--- src/hw/rtl/pit_pkg.sv ---
package pit_pkg;

  typedef enum logic [1:0] {
    REQ_TICK  = 2'd0,
    REQ_READ  = 2'd1,
    REQ_WRITE = 2'd2
  } req_e;

  localparam logic [7:0] REG_WINDOW_BASE = 8'd0;
  localparam logic [7:0] OFS_STATUS      = REG_WINDOW_BASE;
  localparam logic [7:0] OFS_STOP        = REG_WINDOW_BASE + 8'd4;
  localparam logic [7:0] OFS_CLEAR_INT   = REG_WINDOW_BASE + 8'd8;
  localparam logic [7:0] OFS_INTERVAL    = REG_WINDOW_BASE + 8'd12;
  localparam logic [7:0] OFS_ONESHOT     = REG_WINDOW_BASE + 8'd16;
  localparam logic [7:0] OFS_PERIODIC    = REG_WINDOW_BASE + 8'd20;

  localparam logic [31:0] STAT_ACTIVE  = 32'h1;
  localparam logic [31:0] STAT_PENDING = 32'h2;

  typedef struct packed {
    logic [1:0]  req_type;
    logic [7:0]  reg_offset;
    logic [31:0] write_data;
    logic [2:0]  access_bytes;
  } req_t;

  typedef struct packed {
    logic [31:0] read_data;
    logic        irq_level;
  } rsp_t;

endpackage

--- src/hw/rtl/pit_if.sv ---
interface pit_req_if;
  logic        valid;
  logic        ready;
  logic [1:0]  req_type;
  logic [7:0]  reg_offset;
  logic [31:0] write_data;
  logic [2:0]  access_bytes;

  modport source (output valid, req_type, reg_offset, write_data, access_bytes, input ready);
  modport sink   (input valid, req_type, reg_offset, write_data, access_bytes, output ready);
endinterface

interface pit_rsp_if;
  logic        valid;
  logic        ready;
  logic [31:0] read_data;
  logic        irq_level;

  modport source (output valid, read_data, irq_level, input ready);
  modport sink   (input valid, read_data, irq_level, output ready);
endinterface

--- src/hw/rtl/pit_in_reg.sv ---
module pit_in_reg (
  input  logic          clk_i,
  input  logic          rst_ni,
  input  logic          req_valid_i,
  output logic          req_ready_o,
  input  pit_pkg::req_t req_data_i,
  input  logic          take_i,
  output logic          advance_o,
  output pit_pkg::req_t req_data_o
);

  logic          valid_q, valid_d;
  pit_pkg::req_t data_q;

  assign advance_o   = valid_q && take_i;
  assign req_ready_o = !valid_q || take_i;
  assign req_data_o  = data_q;

  always_comb begin
    valid_d = valid_q;
    if (req_valid_i && req_ready_o) begin
      valid_d = 1'b1;
    end else if (advance_o) begin
      valid_d = 1'b0;
    end
  end

  always_ff @(posedge clk_i or negedge rst_ni) begin
    if (!rst_ni) begin
      valid_q <= 1'b0;
    end else begin
      valid_q <= valid_d;
    end
  end

  always_ff @(posedge clk_i) begin
    if (req_valid_i && req_ready_o) begin
      data_q <= req_data_i;
    end
  end

endmodule

--- src/hw/rtl/pit_core.sv ---
module pit_core (
  input  logic          clk_i,
  input  logic          rst_ni,
  input  logic          advance_i,
  input  pit_pkg::req_t req_i,
  output pit_pkg::rsp_t rsp_o
);

  logic        active_q, active_d;
  logic        pending_q, pending_d;
  logic        periodic_q, periodic_d;
  logic [31:0] interval_q, interval_d;
  logic [31:0] count_q, count_d;
  logic [31:0] reload_q, reload_d;
  logic [31:0] rdata;
  logic        word_acc;
  logic        act;

  // widths four to seven all count as word accesses
  assign word_acc = req_i.access_bytes[2];
  assign act      = (req_i.write_data != 32'd0);

  always_comb begin
    active_d   = active_q;
    pending_d  = pending_q;
    periodic_d = periodic_q;
    interval_d = interval_q;
    count_d    = count_q;
    reload_d   = reload_q;
    rdata      = 32'd0;
    unique case (pit_pkg::req_e'(req_i.req_type))
      pit_pkg::REQ_TICK: begin
        if (active_q) begin
          if (count_q > 32'd1) begin
            count_d = count_q - 32'd1;
          end else begin
            pending_d = 1'b1;
            if (periodic_q) begin
              count_d = reload_q;
            end else begin
              active_d = 1'b0;
              count_d  = 32'd0;
            end
          end
        end
      end
      pit_pkg::REQ_READ, pit_pkg::REQ_WRITE: begin
        if (word_acc) begin
          unique case (req_i.reg_offset)
            pit_pkg::OFS_STATUS: begin
              rdata = (active_q ? pit_pkg::STAT_ACTIVE : 32'd0) |
                      (pending_q ? pit_pkg::STAT_PENDING : 32'd0);
            end
            pit_pkg::OFS_INTERVAL: begin
              if (req_i.req_type == pit_pkg::REQ_WRITE && act) begin
                interval_d = req_i.write_data;
                rdata      = req_i.write_data;
              end else begin
                rdata = interval_q;
              end
            end
            pit_pkg::OFS_ONESHOT, pit_pkg::OFS_PERIODIC: begin
              if (req_i.req_type == pit_pkg::REQ_WRITE && act) begin
                // latch the interval as it stands before this request
                periodic_d = (req_i.reg_offset == pit_pkg::OFS_PERIODIC);
                reload_d   = interval_q;
                count_d    = interval_q;
                active_d   = 1'b1;
              end
            end
            pit_pkg::OFS_STOP: begin
              if (req_i.req_type == pit_pkg::REQ_WRITE && act) begin
                active_d = 1'b0;
              end
            end
            pit_pkg::OFS_CLEAR_INT: begin
              if (req_i.req_type == pit_pkg::REQ_WRITE && act) begin
                pending_d = 1'b0;
              end
            end
            default: begin
            end
          endcase
        end
      end
      default: begin
      end
    endcase
  end

  assign rsp_o.read_data = rdata;
  assign rsp_o.irq_level = pending_d;

  always_ff @(posedge clk_i or negedge rst_ni) begin
    if (!rst_ni) begin
      active_q   <= 1'b0;
      pending_q  <= 1'b0;
      periodic_q <= 1'b0;
      interval_q <= 32'd0;
      count_q    <= 32'd0;
      reload_q   <= 32'd0;
    end else if (advance_i) begin
      active_q   <= active_d;
      pending_q  <= pending_d;
      periodic_q <= periodic_d;
      interval_q <= interval_d;
      count_q    <= count_d;
      reload_q   <= reload_d;
    end
  end

endmodule

--- src/hw/rtl/pit_out_reg.sv ---
module pit_out_reg (
  input  logic          clk_i,
  input  logic          rst_ni,
  input  logic          advance_i,
  input  pit_pkg::rsp_t rsp_i,
  output logic          take_o,
  output logic          rsp_valid_o,
  input  logic          rsp_ready_i,
  output pit_pkg::rsp_t rsp_o
);

  logic          valid_q, valid_d;
  pit_pkg::rsp_t data_q;

  // room for a new result when empty or when the held one leaves now
  assign take_o      = !valid_q || rsp_ready_i;
  assign rsp_valid_o = valid_q;
  assign rsp_o       = data_q;

  always_comb begin
    valid_d = valid_q;
    if (advance_i) begin
      valid_d = 1'b1;
    end else if (rsp_ready_i) begin
      valid_d = 1'b0;
    end
  end

  always_ff @(posedge clk_i or negedge rst_ni) begin
    if (!rst_ni) begin
      valid_q <= 1'b0;
    end else begin
      valid_q <= valid_d;
    end
  end

  always_ff @(posedge clk_i) begin
    if (advance_i) begin
      data_q <= rsp_i;
    end
  end

endmodule

--- src/hw/rtl/interval_timer_registers.sv ---
// Interval timer with a six-word register window. Each request (a time tick, a
// register read or a register write) yields exactly one response carrying the
// read data and the interrupt level after the request has acted. One request
// is taken every cycle: it is captured in an input register, evaluated against
// the timer state by a single compare-and-decrement path, and its response is
// held in an output register, so throughput is one request per cycle as long as
// the response side keeps up.
module interval_timer_registers (
  input  logic      clk_i,
  input  logic      rst_ni,
  pit_req_if.sink   req_i,
  pit_rsp_if.source rsp_o
);

  pit_pkg::req_t req_in;
  pit_pkg::req_t req_q;
  pit_pkg::rsp_t rsp_d;
  pit_pkg::rsp_t rsp_q;
  logic          take;
  logic          advance;

  assign req_in.req_type     = req_i.req_type;
  assign req_in.reg_offset   = req_i.reg_offset;
  assign req_in.write_data   = req_i.write_data;
  assign req_in.access_bytes = req_i.access_bytes;

  pit_in_reg u_in_reg (
    .clk_i       (clk_i),
    .rst_ni      (rst_ni),
    .req_valid_i (req_i.valid),
    .req_ready_o (req_i.ready),
    .req_data_i  (req_in),
    .take_i      (take),
    .advance_o   (advance),
    .req_data_o  (req_q)
  );

  pit_core u_core (
    .clk_i     (clk_i),
    .rst_ni    (rst_ni),
    .advance_i (advance),
    .req_i     (req_q),
    .rsp_o     (rsp_d)
  );

  pit_out_reg u_out_reg (
    .clk_i       (clk_i),
    .rst_ni      (rst_ni),
    .advance_i   (advance),
    .rsp_i       (rsp_d),
    .take_o      (take),
    .rsp_valid_o (rsp_o.valid),
    .rsp_ready_i (rsp_o.ready),
    .rsp_o       (rsp_q)
  );

  assign rsp_o.read_data = rsp_q.read_data;
  assign rsp_o.irq_level = rsp_q.irq_level;

endmodule

--- src/flat_wrapper.sv ---
// flat-port wrapper written by rule: the top's interface ports become plain ports
module interval_timer_registers_flat 
  (clk_i, rst_ni, req_i_valid, req_i_req_type, req_i_reg_offset, req_i_write_data, req_i_access_bytes, req_i_ready, rsp_o_valid, rsp_o_read_data, rsp_o_irq_level, rsp_o_ready);
  pit_req_if req_i_i ();
  pit_rsp_if rsp_o_i ();
  input  logic clk_i;
  input  logic rst_ni;
  input wire logic [$bits(req_i_i.valid)-1:0] req_i_valid;
  input wire logic [$bits(req_i_i.req_type)-1:0] req_i_req_type;
  input wire logic [$bits(req_i_i.reg_offset)-1:0] req_i_reg_offset;
  input wire logic [$bits(req_i_i.write_data)-1:0] req_i_write_data;
  input wire logic [$bits(req_i_i.access_bytes)-1:0] req_i_access_bytes;
  output wire logic [$bits(req_i_i.ready)-1:0] req_i_ready;
  output wire logic [$bits(rsp_o_i.valid)-1:0] rsp_o_valid;
  output wire logic [$bits(rsp_o_i.read_data)-1:0] rsp_o_read_data;
  output wire logic [$bits(rsp_o_i.irq_level)-1:0] rsp_o_irq_level;
  input wire logic [$bits(rsp_o_i.ready)-1:0] rsp_o_ready;
  assign req_i_i.valid = req_i_valid;
  assign req_i_i.req_type = req_i_req_type;
  assign req_i_i.reg_offset = req_i_reg_offset;
  assign req_i_i.write_data = req_i_write_data;
  assign req_i_i.access_bytes = req_i_access_bytes;
  assign req_i_ready = req_i_i.ready;
  assign rsp_o_valid = rsp_o_i.valid;
  assign rsp_o_read_data = rsp_o_i.read_data;
  assign rsp_o_irq_level = rsp_o_i.irq_level;
  assign rsp_o_i.ready = rsp_o_ready;
  interval_timer_registers u_core (.clk_i(clk_i), .rst_ni(rst_ni), .req_i(req_i_i), .rsp_o(rsp_o_i));
endmodule
--- config.mk ---
export PLATFORM = sky130hd
export DESIGN_NAME = interval_timer_registers_flat
export DESIGN_NICKNAME = d
export VERILOG_FILES = /design/src/hw/rtl/pit_pkg.sv /design/src/hw/rtl/pit_if.sv /design/src/hw/rtl/pit_in_reg.sv /design/src/hw/rtl/pit_core.sv /design/src/hw/rtl/pit_out_reg.sv /design/src/hw/rtl/interval_timer_registers.sv /design/src/flat_wrapper.sv
export SDC_FILE = /design/constraint.sdc
export NUM_CORES = 1
export LEC_CHECK = 0
export CORE_ASPECT_RATIO = 2
export CORE_UTILIZATION = 24
export DETAILED_ROUTE_END_ITERATION = 8
export DONT_BUFFER_PORTS = 1
export SYNTH_ARGS = -nofsm -noshare
export SYNTH_HDL_FRONTEND = slang
export SYNTH_HIERARCHICAL = 1
export SYNTH_SLANG_ARGS = --single-unit
--- constraint.sdc ---
create_clock -name clk_i -period 3.5 [get_ports clk_i]
set_input_delay 0.175 -clock clk_i [delete_from_list [all_inputs] [get_ports clk_i]]
set_output_delay 0.175 -clock clk_i [all_outputs]
set_load 0.03 [all_outputs]
==> summary.md <==
| Metric | Value |
|---|---|
| FF/Latch Area | 0.00481 mm² |
| Starting DRT DRC Count | 325 |
| CP Class | reg -> reg |
| Crit-path cells | nor4_1 -> nand4_1 -> or2_2 -> nand2_2 -> buf_12 -> nor4_2 -> buf_12 -> mux2_2 |
| Clk sinks | 177 |
| Rows | 94 |
| Largest net degree at the start of global routing | 102 |
| Maxcap violations | 0 |
| Buffers on Ports | 0 |
| Hold Fails Final Rpt | 0 |
| CP Launch Type | flip-flop |
| Core area | 0.0330 mm² |
| TNS Setup | 0 ns |
| Least-Margin Pin Slew | 0.850 ns |
| Routed len/inst | 17.3 µm |
| CTS tree | built |
| Post-cts resize count | 0 |
| Vias per cell | 4.73 |
| H-tree depth | 4 |
| Max-slew violations | 0 |
| Initial antenna violation count | 0 |
| Placer congestion estimate | 0.800 |
| Height of the die | 262 µm |
| Layout Nets | 770 |
| Multi-input logic area | 0.00313 mm² |
| Crit path time final | 2.87 ns |
| Root Buffer | clkbuf_16 |
| Final core occ | 29.8% |
| Post-route ant nets | 0 |
| Req. time, crit path | 3.83 ns |
| Final wirelength | 20.0 mm |
| Fillcell total | 3308 |
| Pwr dens | 561 mW/mm² |
| Slew headroom | 43.3% |
| Final period util | 82.1% |
| Top cell by count, worst path | buf_12 |
| Critical Path End Type | flip-flop |
| Worst Path Max Fanout | 26 |
| Die Wd | 132 µm |
| First-pass GRT wire length | 32.1 mm |
| TritonCTS buffer count | 17 |
| Hold Path Class | in -> reg |
| Final Skew | 0.0136 ns |
| DRC viols | 0 |
| Critical path arrival | 3.20 ns |
| Skew-Pair Late Insertion Delay | 0.45 ns |
| CP peak stage delay | 0.60 ns |
| Mapped Cells | 664 |
| Mapped cell area | 0.00811 mm² |
| Global Route Usage Sum | 12.2% |
| Total I/O pin count | 84 |
| Syn. warnings | 6 |
| Area Growth Syn to Fin | 21.3% |
| Share of cells above drive strength 1 | 20.0% |
| Crit-path slowest cell | nor4_1 |
| Antenna cell count | 0 |
| VDD IR max | 0.381 mV |
| Clock-pin slew on the worst setup and hold paths | 0.08 ns |
| Status | finished clean |
| Post-Syn Nets | 718 |
| Congestion Overflow GR | 0 |
| Longest Clk Path Bufs | 2 |
| RSZ-0062 raised after global routing | false |
| Leak pwr | 4.00 nW |
| Starting Density | 24.6% |
| Number of global-route vias before repair | 5801 |
| DR vias | 5490 |
| DP HPWL | 13.5 mm |
| Buf+Inv Stages, Crit Path | 2 |
| DR pass1 iterations | 4 |
| Max frequency | 348 MHz |
| CP top delay family | simple AND/OR/NAND/NOR gates |
| Final setup vio count | 0 |
| Mean Syn Cell Area | 12.2 µm² |
| DIE AREA | 0.0346 mm² |
## cell type report
class                           instances  area share (%)
Multi-Input combinational cell        440            31.8
Clock inverter                         15            1.82
Sequential cell                       177            48.8
Inverter                                7           0.267
Clock buffer                           17            4.32
Timing Repair Buffer                   73            7.45
Tap cell                              432            5.49
## cells in the final DEF (no fill, tap or decap), types with 15 or more instances in the layout
cell type and count:
mux2_2 66, a31oi_1 15, nor2_1 77, nor3_1 15, edfxtp_1 76, dlygate4sd3_1 46
nor4_1 19, clkbuf_16 17, nand2_1 28, mux2i_1 32, nand3_1 15, dfrtp_1 101
o21ai_0 15, a21oi_1 28, buf_4 22
## worst reg2reg max path, cell delays in order (launching register included)
cell and delay, ns:
edfxtp_1 0.43, nor4_1 0.60, nand4_1 0.37, or2_2 0.45
nand2_2 0.12, buf_12 0.20, nor4_2 0.11, buf_12 0.18
mux2_2 0.31
## repair_timing
item / CTS / global route
setup buffers: 0 / 0
endpoints found under the hold margin: 146 / 0
hold buffers: 47 / 0
## stage by stage
step | setup slack, ns | std cells | hold slack [ns] | instance area (µm²) | total power (W)
after floorplan | 0.363 | 664 | -0.121 | 8110 | 0.00334
after global placement | 0.653 | 1082 | -0.118 | 8750 | 0.00357
after detailed placement | 0.641 | 1082 | -0.118 | 8750 | 0.00359
after CTS | 0.623 | 1161 | 0.264 | 9850 | 0.00558
after global routing | 0.567 | 1161 | 0.277 | 9850 | 0.00580
final | 0.628 | 1161 | 0.267 | 9850 | 0.00553
## where the power goes
part,switching [W],internal (W)
registers,0.000338,0.00241
clock network,0.000948,0.000968
logic,0.000459,0.000403
total,0.00175,0.00378
## worst paths after layout
check | from | end | slack [ns] | cells past startpoint
max in group asynchronous | rst_ni | u_core/u_core/interval_q[6]$_DFFE_PN0P_ | 2.73 | 2
hold reg to reg | u_core/u_core/reload_q[11]$_DFFE_PN0P_ | u_core/u_core/reload_q[11]$_DFFE_PN0P_ | 0.51 | 1
min in group asynchronous | rst_ni | u_core/u_out_reg/rsp_valid_o$_DFFE_PN0P_ | 0.30 | 2
hold / removal | req_i_valid | u_core/u_in_reg/req_data_o[27]$_DFFE_PP_ | 0.27 | 1
setup / recovery | u_core/u_in_reg/req_data_o[7]$_DFFE_PP_ | u_core/u_core/reload_q[10]$_DFFE_PN0P_ | 0.63 | 8
setup reg to reg | u_core/u_in_reg/req_data_o[7]$_DFFE_PP_ | u_core/u_core/reload_q[10]$_DFFE_PN0P_ | 0.63 | 8
## flip-flops by register name, summed over array words and instances (netlist names)
name / count
u_core/u_core/count_q: 32
u_core/u_in_reg/valid_q: 1
u_core/u_core/active_q: 1
u_core/u_core/periodic_q: 1
u_core/u_core/pending_q: 1
u_core/u_core/reload_q: 32
u_core/u_core/interval_q: 32
u_core/u_in_reg/req_data_o: 43
u_core/u_out_reg/rsp_o: 33
u_core/u_out_reg/rsp_valid_o: 1
## routing by layer
metal	global-route usage (%)	up-vias	part of all wire (%)
met4	7.69	0	4.5
met3	1.85	39	2.1
met5	0	-	0
met1	11.8	2782	36
li1	-	2581	-
met2	23.8	88	57
Power figures use the tool's default switching activity.
